### src/rtl/arm_pkg.sv
// ----------------------------------------------------------------------------
// Autorange resistance meter - package
// Field widths, thresholds, command and register codes.
// ----------------------------------------------------------------------------
package arm_pkg;

  localparam int unsigned READING_W = 16;
  localparam int unsigned REF_W     = 20;
  localparam int unsigned RANGE_W   = 2;
  localparam int unsigned RES_W     = 30;
  localparam int unsigned PROD_W    = REF_W + READING_W;
  localparam int unsigned CFG_IDX_W = 3;

  localparam logic [READING_W-1:0] FULL_SCALE  = 16'd65535;
  localparam logic [READING_W-1:0] MIN_DIVISOR = 16'd100;
  localparam logic [READING_W-1:0] LOW_STEP1   = 16'd13000;
  localparam logic [READING_W-1:0] LOW_STEP2   = 16'd1750;
  localparam logic [READING_W-1:0] HIGH_STEP1  = 16'd52500;
  localparam logic [READING_W-1:0] HIGH_STEP2  = 16'd63800;

  typedef enum logic {
    CMD_PROBE = 1'b0,
    CMD_FINAL = 1'b1
  } cmd_e;

  typedef enum logic [CFG_IDX_W-1:0] {
    CFG_REF0        = 3'd0,
    CFG_REF1        = 3'd1,
    CFG_REF2        = 3'd2,
    CFG_REF3        = 3'd3,
    CFG_AUTORANGE   = 3'd4,
    CFG_FIXED_RANGE = 3'd5
  } cfg_idx_e;

endpackage

### src/rtl/arm_stream_if.sv
// ----------------------------------------------------------------------------
// Autorange resistance meter - stream interfaces
// Valid/ready channels for readings in and measurement results out.
// ----------------------------------------------------------------------------
interface arm_in_if;
  logic                           valid;
  logic                           ready;
  logic                           command;
  logic [arm_pkg::READING_W-1:0]  reading;

  modport source (output valid, output command, output reading, input ready);
  modport sink   (input valid, input command, input reading, output ready);
endinterface

interface arm_out_if;
  logic                           valid;
  logic                           ready;
  logic [arm_pkg::RANGE_W-1:0]    range_now;
  logic                           range_changed;
  logic [arm_pkg::RES_W-1:0]      resistance;
  logic                           resistance_valid;

  modport source (output valid, output range_now, output range_changed,
                  output resistance, output resistance_valid, input ready);
  modport sink   (input valid, input range_now, input range_changed,
                  input resistance, input resistance_valid, output ready);
endinterface

### src/rtl/arm_mul.sv
// ----------------------------------------------------------------------------
// Autorange resistance meter - serial multiplier
// Radix-4 shift-add: two multiplier bits per cycle, LSB first.
// ----------------------------------------------------------------------------
module arm_mul (
  input  logic                          clk_i,
  input  logic                          rst_ni,
  input  logic                          start_i,
  input  logic [arm_pkg::REF_W-1:0]     mcand_i,
  input  logic [arm_pkg::READING_W-1:0] mplier_i,
  output logic                          done_o,
  output logic [arm_pkg::PROD_W-1:0]    prod_o
);

  localparam int unsigned DIGIT_W = 2;
  localparam int unsigned STEPS   = arm_pkg::READING_W / DIGIT_W;
  localparam int unsigned CNT_W   = $clog2(STEPS);
  localparam int unsigned HI_W    = arm_pkg::REF_W + DIGIT_W;

  logic                          busy_q;
  logic                          done_q;
  logic [CNT_W-1:0]              cnt_q;
  logic [arm_pkg::REF_W-1:0]     mcand_q;
  logic [HI_W-1:0]               hi_q;
  logic [arm_pkg::READING_W-1:0] lo_q;
  logic [HI_W-1:0]               part;
  logic [HI_W:0]                 sum;

  assign part = HI_W'(mcand_q) * HI_W'(lo_q[DIGIT_W-1:0]);
  assign sum  = {1'b0, hi_q} + {1'b0, part};

  always_ff @(posedge clk_i or negedge rst_ni) begin
    if (!rst_ni) begin
      busy_q <= 1'b0;
      done_q <= 1'b0;
      cnt_q  <= '0;
    end else begin
      done_q <= 1'b0;
      if (start_i) begin
        busy_q <= 1'b1;
        cnt_q  <= '0;
      end else if (busy_q) begin
        cnt_q <= cnt_q + 1'b1;
        if (cnt_q == CNT_W'(STEPS - 1)) begin
          busy_q <= 1'b0;
          done_q <= 1'b1;
        end
      end
    end
  end

  always_ff @(posedge clk_i) begin
    if (start_i) begin
      mcand_q <= mcand_i;
      hi_q    <= '0;
      lo_q    <= mplier_i;
    end else if (busy_q) begin
      // low digit of the partial sum retires into the product's low half
      hi_q <= HI_W'(sum[HI_W:DIGIT_W]);
      lo_q <= {sum[DIGIT_W-1:0], lo_q[arm_pkg::READING_W-1:DIGIT_W]};
    end
  end

  assign done_o = done_q;
  assign prod_o = {hi_q[arm_pkg::REF_W-1:0], lo_q};

endmodule

### src/rtl/arm_div.sv
// ----------------------------------------------------------------------------
// Autorange resistance meter - serial divider
// Restoring radix-2 divide, one quotient bit per cycle. The top bits of the
// dividend sit below any legal divisor, so only the low quotient bits are run.
// ----------------------------------------------------------------------------
module arm_div (
  input  logic                          clk_i,
  input  logic                          rst_ni,
  input  logic                          start_i,
  input  logic [arm_pkg::PROD_W-1:0]    dividend_i,
  input  logic [arm_pkg::READING_W-1:0] divisor_i,
  output logic                          done_o,
  output logic [arm_pkg::RES_W-1:0]     quot_o
);

  localparam int unsigned DW    = arm_pkg::READING_W;
  localparam int unsigned QW    = arm_pkg::RES_W;
  localparam int unsigned STEPS = QW;
  localparam int unsigned CNT_W = $clog2(STEPS);

  logic             busy_q;
  logic             done_q;
  logic [CNT_W-1:0] cnt_q;
  logic [DW-1:0]    rem_q;
  logic [DW-1:0]    dvs_q;
  logic [QW-1:0]    quo_q;
  logic [DW:0]      shifted;
  logic [DW+1:0]    diff;
  logic             fits;

  assign shifted = {rem_q, quo_q[QW-1]};
  assign diff    = {1'b0, shifted} - {2'b00, dvs_q};
  assign fits    = ~diff[DW+1];

  always_ff @(posedge clk_i or negedge rst_ni) begin
    if (!rst_ni) begin
      busy_q <= 1'b0;
      done_q <= 1'b0;
      cnt_q  <= '0;
    end else begin
      done_q <= 1'b0;
      if (start_i) begin
        busy_q <= 1'b1;
        cnt_q  <= '0;
      end else if (busy_q) begin
        cnt_q <= cnt_q + 1'b1;
        if (cnt_q == CNT_W'(STEPS - 1)) begin
          busy_q <= 1'b0;
          done_q <= 1'b1;
        end
      end
    end
  end

  always_ff @(posedge clk_i) begin
    if (start_i) begin
      rem_q <= DW'(dividend_i[arm_pkg::PROD_W-1:QW]);
      quo_q <= dividend_i[QW-1:0];
      dvs_q <= divisor_i;
    end else if (busy_q) begin
      rem_q <= fits ? diff[DW-1:0] : shifted[DW-1:0];
      quo_q <= {quo_q[QW-2:0], fits};
    end
  end

  assign done_o = done_q;
  assign quot_o = quo_q;

endmodule

### src/rtl/autorange_resistance_meter_core.sv
// ----------------------------------------------------------------------------
// Autorange resistance meter - core
// Range stepping on probe readings (in autorange mode) and ohms conversion on final readings.
// ----------------------------------------------------------------------------
// One request is handled at a time and each gives one result. A probe, or a
// final reading whose divisor 65535-v is below 100, is registered on
// acceptance and moves into the output register once that register is free;
// the next request is taken only after that. A valid final reading runs
// through the radix-4 serial multiplier (reference x reading) and then the
// restoring divider, one quotient bit per cycle, before its result moves
// into the output register. The next request is taken only after that. A
// finished result may wait in the output register while the next request
// is taken; a second finished result holds the input closed until the
// output register drains. Configuration is to be written while idle through
// cfg_we_i/cfg_index_i/cfg_data_i; the core itself does not enforce this.
module autorange_resistance_meter_core (
  input  logic                          clk_i,
  input  logic                          rst_ni,
  input  logic                          cfg_we_i,
  input  logic [arm_pkg::CFG_IDX_W-1:0] cfg_index_i,
  input  logic [arm_pkg::REF_W-1:0]     cfg_data_i,
  arm_in_if.sink                        in_i,
  arm_out_if.source                     out_o
);

  typedef enum logic [1:0] {
    S_IDLE,
    S_MUL,
    S_DIV,
    S_HOLD
  } state_e;

  localparam int unsigned RW = arm_pkg::RANGE_W;

  function automatic logic [RW-1:0] next_range(input logic [RW-1:0] now,
                                               input logic [arm_pkg::READING_W-1:0] v);
    logic [RW:0]   up;
    logic [RW-1:0] stp;
    logic [RW-1:0] r;
    r   = now;
    up  = '0;
    stp = '0;
    if (v < arm_pkg::LOW_STEP1) begin
      up = {1'b0, now} + ((v < arm_pkg::LOW_STEP2) ? (RW+1)'(2) : (RW+1)'(1));
      r  = (up > (RW+1)'(3)) ? RW'(3) : up[RW-1:0];
    end else if (v > arm_pkg::HIGH_STEP1) begin
      stp = (v > arm_pkg::HIGH_STEP2) ? RW'(2) : RW'(1);
      r   = (now < stp) ? '0 : now - stp;
    end
    return r;
  endfunction

  state_e                         state_q;
  logic [arm_pkg::REF_W-1:0]      ref_q [4];
  logic                           autorange_q;
  logic [RW-1:0]                  fixed_range_q;
  logic [RW-1:0]                  cur_range_q;

  logic [RW-1:0]                  res_range_q;
  logic                           res_changed_q;
  logic [arm_pkg::RES_W-1:0]      res_value_q;
  logic                           res_valid_q;
  logic [arm_pkg::READING_W-1:0]  divisor_q;

  logic                           out_valid_q;
  logic [RW-1:0]                  out_range_q;
  logic                           out_changed_q;
  logic [arm_pkg::RES_W-1:0]      out_value_q;
  logic                           out_res_valid_q;

  logic                           accept;
  logic                           is_final;
  logic [RW-1:0]                  range_eff;
  logic [RW-1:0]                  probe_range;
  logic [arm_pkg::READING_W-1:0]  divisor;
  logic                           div_ok;
  logic                           mul_start;
  logic                           mul_done;
  logic [arm_pkg::PROD_W-1:0]     mul_prod;
  logic                           div_start;
  logic                           div_done;
  logic [arm_pkg::RES_W-1:0]      div_quot;
  logic                           out_load;

  assign in_i.ready  = (state_q == S_IDLE);
  assign accept      = in_i.valid && in_i.ready;
  assign is_final    = (in_i.command == arm_pkg::CMD_FINAL);
  assign range_eff   = autorange_q ? cur_range_q : fixed_range_q;
  assign probe_range = next_range(cur_range_q, in_i.reading);
  assign divisor     = arm_pkg::FULL_SCALE - in_i.reading;
  assign div_ok      = (divisor >= arm_pkg::MIN_DIVISOR);
  assign mul_start   = accept && is_final && div_ok;
  assign div_start   = (state_q == S_MUL) && mul_done;
  assign out_load    = (state_q == S_HOLD) && (!out_valid_q || out_o.ready);

  arm_mul u_mul (
    .clk_i    (clk_i),
    .rst_ni   (rst_ni),
    .start_i  (mul_start),
    .mcand_i  (ref_q[range_eff]),
    .mplier_i (in_i.reading),
    .done_o   (mul_done),
    .prod_o   (mul_prod)
  );

  arm_div u_div (
    .clk_i      (clk_i),
    .rst_ni     (rst_ni),
    .start_i    (div_start),
    .dividend_i (mul_prod),
    .divisor_i  (divisor_q),
    .done_o     (div_done),
    .quot_o     (div_quot)
  );

  // configuration registers
  always_ff @(posedge clk_i or negedge rst_ni) begin
    if (!rst_ni) begin
      for (int i = 0; i < 4; i++) ref_q[i] <= '0;
      autorange_q   <= 1'b1;
      fixed_range_q <= RW'(1);
    end else if (cfg_we_i) begin
      unique case (cfg_index_i)
        arm_pkg::CFG_REF0:        ref_q[0]      <= cfg_data_i;
        arm_pkg::CFG_REF1:        ref_q[1]      <= cfg_data_i;
        arm_pkg::CFG_REF2:        ref_q[2]      <= cfg_data_i;
        arm_pkg::CFG_REF3:        ref_q[3]      <= cfg_data_i;
        arm_pkg::CFG_AUTORANGE:   autorange_q   <= cfg_data_i[0];
        arm_pkg::CFG_FIXED_RANGE: fixed_range_q <= cfg_data_i[RW-1:0];
        default: ;
      endcase
    end
  end

  // sequencer, range state and output handshake
  always_ff @(posedge clk_i or negedge rst_ni) begin
    if (!rst_ni) begin
      state_q     <= S_IDLE;
      cur_range_q <= RW'(1);
      out_valid_q <= 1'b0;
    end else begin
      if (out_load) begin
        out_valid_q <= 1'b1;
      end else if (out_o.ready) begin
        out_valid_q <= 1'b0;
      end
      unique case (state_q)
        S_IDLE: begin
          if (accept) begin
            state_q <= mul_start ? S_MUL : S_HOLD;
            if (!is_final && autorange_q) cur_range_q <= probe_range;
          end
        end
        S_MUL: begin
          if (mul_done) state_q <= S_DIV;
        end
        S_DIV: begin
          if (div_done) state_q <= S_HOLD;
        end
        S_HOLD: begin
          if (out_load) state_q <= S_IDLE;
        end
        default: state_q <= S_IDLE;
      endcase
    end
  end

  // result payload
  always_ff @(posedge clk_i) begin
    if (accept) begin
      if (is_final) begin
        res_range_q <= range_eff;
      end else begin
        res_range_q <= autorange_q ? probe_range : fixed_range_q;
      end
      res_changed_q <= !is_final && autorange_q && (probe_range != cur_range_q);
      res_value_q   <= '0;
      res_valid_q   <= 1'b0;
      divisor_q     <= divisor;
    end else if ((state_q == S_DIV) && div_done) begin
      res_value_q <= div_quot;
      res_valid_q <= 1'b1;
    end
    if (out_load) begin
      out_range_q     <= res_range_q;
      out_changed_q   <= res_changed_q;
      out_value_q     <= res_value_q;
      out_res_valid_q <= res_valid_q;
    end
  end

  assign out_o.valid            = out_valid_q;
  assign out_o.range_now        = out_range_q;
  assign out_o.range_changed    = out_changed_q;
  assign out_o.resistance       = out_value_q;
  assign out_o.resistance_valid = out_res_valid_q;

endmodule

### src/flat_wrapper.sv
// flat-port wrapper written by rule: the top's interface ports become plain ports
module autorange_resistance_meter_core_flat 
  (clk_i, rst_ni, cfg_we_i, cfg_index_i, cfg_data_i, in_i_valid, in_i_command, in_i_reading, in_i_ready, out_o_valid, out_o_range_now, out_o_range_changed, out_o_resistance, out_o_resistance_valid, out_o_ready);
  arm_in_if in_i_i ();
  arm_out_if out_o_i ();
  input  logic clk_i;
  input  logic rst_ni;
  input  logic cfg_we_i;
  input  logic [arm_pkg::CFG_IDX_W-1:0] cfg_index_i;
  input  logic [arm_pkg::REF_W-1:0] cfg_data_i;
  input wire logic [$bits(in_i_i.valid)-1:0] in_i_valid;
  input wire logic [$bits(in_i_i.command)-1:0] in_i_command;
  input wire logic [$bits(in_i_i.reading)-1:0] in_i_reading;
  output wire logic [$bits(in_i_i.ready)-1:0] in_i_ready;
  output wire logic [$bits(out_o_i.valid)-1:0] out_o_valid;
  output wire logic [$bits(out_o_i.range_now)-1:0] out_o_range_now;
  output wire logic [$bits(out_o_i.range_changed)-1:0] out_o_range_changed;
  output wire logic [$bits(out_o_i.resistance)-1:0] out_o_resistance;
  output wire logic [$bits(out_o_i.resistance_valid)-1:0] out_o_resistance_valid;
  input wire logic [$bits(out_o_i.ready)-1:0] out_o_ready;
  assign in_i_i.valid = in_i_valid;
  assign in_i_i.command = in_i_command;
  assign in_i_i.reading = in_i_reading;
  assign in_i_ready = in_i_i.ready;
  assign out_o_valid = out_o_i.valid;
  assign out_o_range_now = out_o_i.range_now;
  assign out_o_range_changed = out_o_i.range_changed;
  assign out_o_resistance = out_o_i.resistance;
  assign out_o_resistance_valid = out_o_i.resistance_valid;
  assign out_o_i.ready = out_o_ready;
  autorange_resistance_meter_core u_core (.clk_i(clk_i), .rst_ni(rst_ni), .cfg_we_i(cfg_we_i), .cfg_index_i(cfg_index_i), .cfg_data_i(cfg_data_i), .in_i(in_i_i), .out_o(out_o_i));
endmodule
### config.mk
export PLATFORM = sky130hd
export DESIGN_NAME = autorange_resistance_meter_core_flat
export DESIGN_NICKNAME = d
export VERILOG_FILES = /design/src/rtl/arm_pkg.sv /design/src/rtl/arm_stream_if.sv /design/src/rtl/arm_mul.sv /design/src/rtl/arm_div.sv /design/src/rtl/autorange_resistance_meter_core.sv /design/src/flat_wrapper.sv
export SDC_FILE = /design/constraint.sdc
export NUM_CORES = 1
export LEC_CHECK = 0
export BUFFER_PORTS_ARGS = -buffer_cell sky130_fd_sc_hd__buf_2
export CORE_UTILIZATION = 56
export CTS_BUF_LIST = sky130_fd_sc_hd__clkbuf_4 sky130_fd_sc_hd__clkbuf_8
export CTS_CLUSTER_SIZE = 24
export DETAILED_ROUTE_END_ITERATION = 6
export GPL_TIMING_DRIVEN = 0
export PLACE_DENSITY_LB_ADDON = 0.25
export RECOVER_POWER = 25
export SLEW_MARGIN = 15
export SYNTH_ARGS = -nofsm -noshare
export SYNTH_HDL_FRONTEND = slang
export SYNTH_SLANG_ARGS = --single-unit
### constraint.sdc
create_clock -name clk_i -period 7.1 [get_ports clk_i]
set_input_delay 1.065 -clock clk_i [delete_from_list [all_inputs] [get_ports clk_i]]
set_output_delay 1.065 -clock clk_i [all_outputs]
set_load 0.1 [all_outputs]
* Yosys cells after proc, flatten, opt, wreduce, memory -nomap -nowiden
Cells that the tools add are included.
** Operators by class
- Add/sub/neg operators :: 7
- Multipliers :: 1
- Magnitude comparators :: 8
- Equality and inequality tests :: 15
- Muxes and demuxes :: 43
- Bitwise logic cells :: 2
- Reductions and logical operators :: 24
** Operators by type and width (count)
- $mux 30 :: 2
- $mux 16 :: 3
- $bmux 20 s2 :: 1
- $mux 20 :: 2
- $gt 16x16->1 const B :: 2
- $mux 2 :: 14
- $add 21x22->23 :: 1
- $mul 20x2->22 :: 1
- $sub 17x16->18 :: 1
- $ge 16x7->1 const B :: 1
- $lt 16x11->1 const B :: 1
- $lt 16x14->1 const B :: 1
- $sub 16x16->16 const A :: 1
- $mux 1 :: 14
- $mux 6 :: 2
- $reduce_and 2->1 :: 6
- $mux 5 :: 2
- $eq 3x3->1 const B :: 3
- $logic_and 1x1->1 :: 8
- $pmux 2 s4 :: 1
- $eq 3x2->1 const B :: 2
- $mux 3 :: 2
- $ne 2x2->1 const B :: 3
- $reduce_bool 2->1 :: 3
- other kinds (21) :: 23
** Storage, ports and cells
- Flip-flop bits (word level) :: 303
- Word-level logic and storage cells :: 131

* Longest topological paths before layout
- Depth after elaboration :: 8
- Mapped depth :: 13

* Cells and area by module
Synthesis repeated with hierarchy kept, for this count alone.
** Second synthesis, totals
- Cells, all modules :: 1390
- Area total of the unflattened synthesis :: 15392.3 um^2
** Modules (own cells, without submodules)
- autorange_resistance_meter_core :: instances 1, cells an instance 606, area an instance 7260.7 um^2, seq. area each 4418.0 um^2
- arm_mul :: instances 1, cells an instance 449, area an instance 4280.4 um^2, seq. area each 1626.6 um^2
- arm_div :: instances 1, cells an instance 335, area an instance 3851.2 um^2, seq. area each 1936.9 um^2

* Least setup slack after synthesis
Ideal clock, no wire load.
- Path type :: flip-flop to flip-flop
- From :: reg u_core.state_q[0]
- To :: reg u_core.u_mul.mcand_q[0] in the netlist's numbering, enable pin
- Setup time :: 392 ps
- Arrival time :: 3177 ps
- Setup slack :: 3531 ps
- Cell stages (with the launch flop) :: 9
- Path through :: dfrtp_1 inv_1 ha_1 and2_1 clkbuf_1 o311ai_1 inv_1 clkbuf_1 clkbuf_1
** On the way
- Cells in the longest elaborated chain, start to end :: 4
** Ends and longest elaborated chain
- from (decl) :: RTL line autorange_resistance_meter_core.sv:53 : state_e state_q;
- from (signal assigned) :: RTL line autorange_resistance_meter_core.sv:150 : state_q <= mul_start ? S_MUL : S_HOLD;
- $logic_not 2->1 :: RTL line autorange_resistance_meter_core.sv:85 : assign in_i.ready = (state_q == S_IDLE);
- net in_i_ready :: RTL line flat_wrapper.sv:14 : output wire logic [$bits(in_i_i.ready)-1:0] in_i_ready;
- $logic_and 1x1->1 :: RTL line autorange_resistance_meter_core.sv:86 : assign accept = in_i.valid && in_i.ready;
- $logic_and 1x1->1 (2 in a row) :: RTL line autorange_resistance_meter_core.sv:92 : assign mul_start = accept && is_final && div_ok;
- net u_core.mul_start :: RTL line autorange_resistance_meter_core.sv:77 : logic mul_start;
- to (signal assigned) :: RTL line arm_mul.sv:54 : mcand_q <= mcand_i;
- to (decl) :: RTL line arm_mul.sv:23 : logic [arm_pkg::REF_W-1:0] mcand_q;
The timed path passes the listed nets, and every way through them passes these cells.
A chain may end at the register's enable or synchronous reset.

* Final worst setup path
- From :: reg u_core.u_mul.lo_q[1] in the netlist's numbering
- To :: reg u_core.u_mul.hi_q[17]
** On the way
- Cells in the longest elaborated chain, start to end :: 2
** Ends and longest elaborated chain
- from (decl) :: RTL line arm_mul.sv:25 : logic [arm_pkg::READING_W-1:0] lo_q;
- from (signal assigned) :: RTL line arm_mul.sv:56 : lo_q <= mplier_i;
- from (signal assigned) :: RTL line arm_mul.sv:60 : lo_q <= {sum[DIGIT_W-1:0], lo_q[arm_pkg::READING_W-1:DIGIT_W]};
- $mul 20x2->22 :: RTL line arm_mul.sv:29 : assign part = HI_W'(mcand_q) * HI_W'(lo_q[DIGIT_W-1:0]);
- $add 21x22->23 :: RTL line arm_mul.sv:30 : assign sum = {1'b0, hi_q} + {1'b0, part};
- to (signal assigned) :: RTL line arm_mul.sv:59 : hi_q <= HI_W'(sum[HI_W:DIGIT_W]);
- to (decl) :: RTL line arm_mul.sv:24 : logic [HI_W-1:0] hi_q;
Every way passes these cells.

==> impl_metrics.py <==
metrics = {
    "timing": {
        "clock_skew_ns": 0.0207,
        "finalMaxSlewViolations": 0,
        "fin_tns_setup_ns": 0,
        "fin_crit_ns": 4.28,
        "worstMarginPinSlew_ns": 1.45,
        "finalSetupViolations": 0,
        "rsz0062_at_grt": "no",
        "fmax_mhz": 234,
        "relSlewSlack_pct": 3.58,
        "post-route-period-util_pct": 60.2,
        "hold_viol_final": 0,
    },
    "critical_path": {
        "rrSetupSlack_ns": 2.82,
        "critPathTopFamily": "adder cells",
        "critical_path_class": "flop to flop",
        "startpoint_type": "flop",
        "crit_buf_inv": 2,
        "rr_worst_depth": 13,
        "crit_arrival_ns": 4.70,
        "rr_endpoint": "u_core.u_mul.hi_q[17]",
        "slowest_stage": "clkbuf_1",
        "max_stage_delay_ns": 0.54,
        "crit_path_end_kind": "flop",
        "path_cells": "clkbuf_1 > nand2_1 > fa_1 > inv_1 > ha_1 > fa_1 > a211oi_1 > nor4_1 > nor3b_1 > o21ai_0 > o31ai_1 > xor2_1 > o22ai_1",
        "required_ns": 7.53,
        "crit_fanout": 10,
        "cpMostUsedCell": "fa_1",
        "r2r_start": "u_core.u_mul.lo_q[1]",
    },
    "outcome": {
        "status": "finished, final reports clean",
    },
    "floorplanning": {
        "num_rows": 58,
        "die_w_um": 164,
        "io-pin-count": 81,
        "die_h_um": 164,
        "coreArea_mm2": 0.0254,
        "start_util_pct": 57.6,
        "die-area_mm2": 0.0268,
    },
    "grt": {
        "grt_pass1_wl_mm": 51.3,
        "gr-usage-all-layers_pct": 24.6,
        "antenna_found_initial": 0,
        "grt_pass1_vias": 9990,
        "overflow": 0,
        "grt_max_degree": 81,
    },
    "layout": {
        "final_layout_size_suffix_gt1_share_pct": 19.2,
        "multiInputGateArea_mm2": 0.00597,
        "seqCellArea_mm2": 0.00798,
        "nFillCells": 2019,
        "stdcell_count": 1802,
        "area_growth_pct": 13.2,
        "diodes": 0,
        "nets": 1547,
    },
    "synth": {
        "ys.warnings.count": 0,
        "synthesis.nets": 1414,
        "netlist_area_mm2": 0.0146,
        "synthArstFlopShare_pct": 33.0,
        "ys.flop_type": "edfxtp_1",
        "synth_area_per_cell_um2": 11.3,
        "yosysSeqAreaShare_pct": 54.5,
        "synth_edf_count": 141,
        "synth_cells": 1298,
        "synth_seq_cells": 303,
        "synth.distinct_cells": 71,
    },
    "clock_network": {
        "clk_latency_ns": 0.59,
        "holdBufCountCts": 0,
        "clk_pin_slew_ns": 0.06,
        "ctsResizeCount": 0,
        "postCtsSetupBuffers": 0,
        "cts_buffer_depth": 3,
        "cts_tree": "yes",
        "cts_root_buffer": "clkbuf_8",
        "cts_htree_levels": 2,
        "cts_num_sinks": 303,
        "cts_buffers": 49,
    },
    "power_and_ir_drop": {
        "p_int_w": 0.00305,
        "p_sw_share_pct": 22.2,
        "pwr-share-comb_pct": 7.8,
        "switching_power_w": 0.000871,
        "p_seq_share_pct": 51.0,
        "leakagePower_nw": 7.00,
        "ir_drop_uv": 204,
        "cellPowerDensity_mw_per_mm2": 237,
        "clkPwrFrac_pct": 41.2,
    },
    "place": {
        "globalplace.congestion": 0.965,
        "port_buffers": 80,
        "dpl.hpwl_mm": 23.2,
        "place_inst": 1710,
    },
    "flow_run": {
        "maxCapViolCount": 0,
    },
    "hold_path": {
        "holdPathStages": 0,
        "hp-class": "flop to flop",
        "min_from": "u_core.divisor_q[12]",
        "holdPathEnd": "u_core.u_div.dvs_q[12]",
    },
    "detailed_routing": {
        "drt-met1-wl_mm": 13.7,
        "drc": 0,
        "met3_length_mm": 2.12,
        "top_layer": "met4",
        "wl_mm": 31.7,
        "first_iter_violations": 747,
        "avgRoutedWirePerCell_um": 17.6,
        "wl_met2_mm": 15.0,
        "vias": 10200,
        "ant_nets": 0,
        "vias_per_cell": 5.68,
        "dr.pass1.iters": 7,
    },
}
[power by group through the flow]
stage	Sequential, W	Clock, W	Combinational [W]
5_1_grt	0.00201	0.00172	0.000329
3_3_place_gp	0.00202	0	0.000291
4_1_cts	0.00200	0.00165	0.000310
6_report	0.00200	0.00162	0.000304
3_5_place_dp	0.00203	0	0.000309
2_1_floorplan	0.00201	0	0.000221
[how the worst max path moves through the flow]
stage                          from                       to  slack (ns)  cells after the start
6_report       u_core.u_mul.lo_q[1]    u_core.u_mul.hi_q[17]        2.82                     13
5_1_grt        u_core.u_mul.lo_q[0]    u_core.u_mul.hi_q[17]        2.60                     13
4_1_cts        u_core.u_mul.lo_q[0]    u_core.u_mul.hi_q[17]        2.90                     13
3_5_place_dp   u_core.u_mul.lo_q[0]    u_core.u_mul.hi_q[17]        2.94                     13
3_3_place_gp             in_i_valid  u_core.u_mul.mcand_q[1]        2.63                      7
2_1_floorplan     u_core.state_q[0]  u_core.u_mul.mcand_q[0]        3.53                      8
[synth_stat cells, types with 23 or more instances]
library cell	instances	area [um^2]
nor2_1	54	203
mux2_2	89	1000
clkbuf_1	45	169
dfrtp_1	97	2430
edfxtp_1	141	4230
a21oi_1	74	370
o21ai_0	55	275
fa_1	23	460
nand2_1	207	777
dfxtp_1	62	1240
inv_1	118	443
ha_1	48	601
[metal layers]
metal,global-route usage [%],up-vias
met5,0,-
met4,8.54,0
met3,4.16,73
met2,40.4,340
met1,33.2,4979
li1,-,4846
[cells by family (layout without fill, tap and decap cells)]
kind of cell,Yosys count,count (layout),synth area share [%]
AO/OA/AOI/OAI,228,228,9.81
XOR/XNOR,24,24,1.44
adder cells (fa/ha/maj),71,71,7.25
buffers and inverters,176,350,4.66
flip-flops,303,303,54.5
multiplexers,123,123,10.9
AND/OR/NAND/NOR,373,373,11.4
[area by class of cell]
| cell class | instances | share of cell area [%] |
|---|---|---|
| plain buffers | 56 | 1.42 |
| clock buffers | 76 | 5.71 |
| clock inverters | 16 | 0.816 |
| inverters | 120 | 2.72 |
| multi-input cells | 819 | 36.1 |
| flip-flops and latches | 303 | 48.2 |
| well taps | 330 | 2.49 |
| repair buffers | 82 | 2.58 |
[state kept, by name, indices dropped and copies added (netlist names), 3 cells and up]
name,count
u_core.res_value_q,30
u_core.u_mul.hi_q,21
u_core.u_div.cnt_q,5
u_core.divisor_q,16
u_core.u_mul.mcand_q,20
u_core.u_div.quot_o,30
u_core.ref_q,80
u_core.u_mul.cnt_q,3
u_core.u_mul.lo_q,16
u_core.u_div.rem_q,16
u_core.out_o.resistance,30
u_core.u_div.dvs_q,16
[cell usage in the layout, fill, tap and decap left out, types with 7 or more instances in the layout]
cell	netlist	routed
clkbuf_1	45	59
clkinv_2	0	8
xor2_1	10	10
and3_1	14	14
mux2i_1	14	14
mux2_2	89	89
mux4_2	20	20
dfxtp_1	62	62
nand2b_1	7	7
nor2_1	54	54
dfrtp_1	97	97
ha_1	48	48
buf_2	2	65
nand2_1	207	207
nor2b_1	9	9
a211oi_1	10	10
a21o_1	15	15
o21ai_0	55	55
o31ai_1	12	12
nand3_1	22	22
clkbuf_4	0	16
edfxtp_1	141	141
fa_1	23	23
xnor2_1	14	14
inv_1	118	117
nand4_1	13	13
clkbuf_8	0	60
nor3_1	14	14
a21oi_1	74	74
o211ai_1	9	9
[through the flow]
| stage | setup slack (ns) | utilization, % | power (W) | area [um^2] | hold WS, ns |
|---|---|---|---|---|---|
| after CTS | 2.90 | 65.3 | 0.00396 | 16600 | 0.323 |
| after global placement | 2.63 | 60.8 | 0.00232 | 15400 | 0.403 |
| after detailed placement | 2.94 | 61.1 | 0.00234 | 15500 | 0.406 |
| after floorplan | 3.53 | - | 0.00223 | 14600 | 0.400 |
| after global routing | 2.60 | 65.2 | 0.00406 | 16600 | 0.424 |
| final | 2.82 | 65.2 | 0.00392 | 16600 | 0.424 |
No activity file was read; power rests on OpenSTA's default activity.
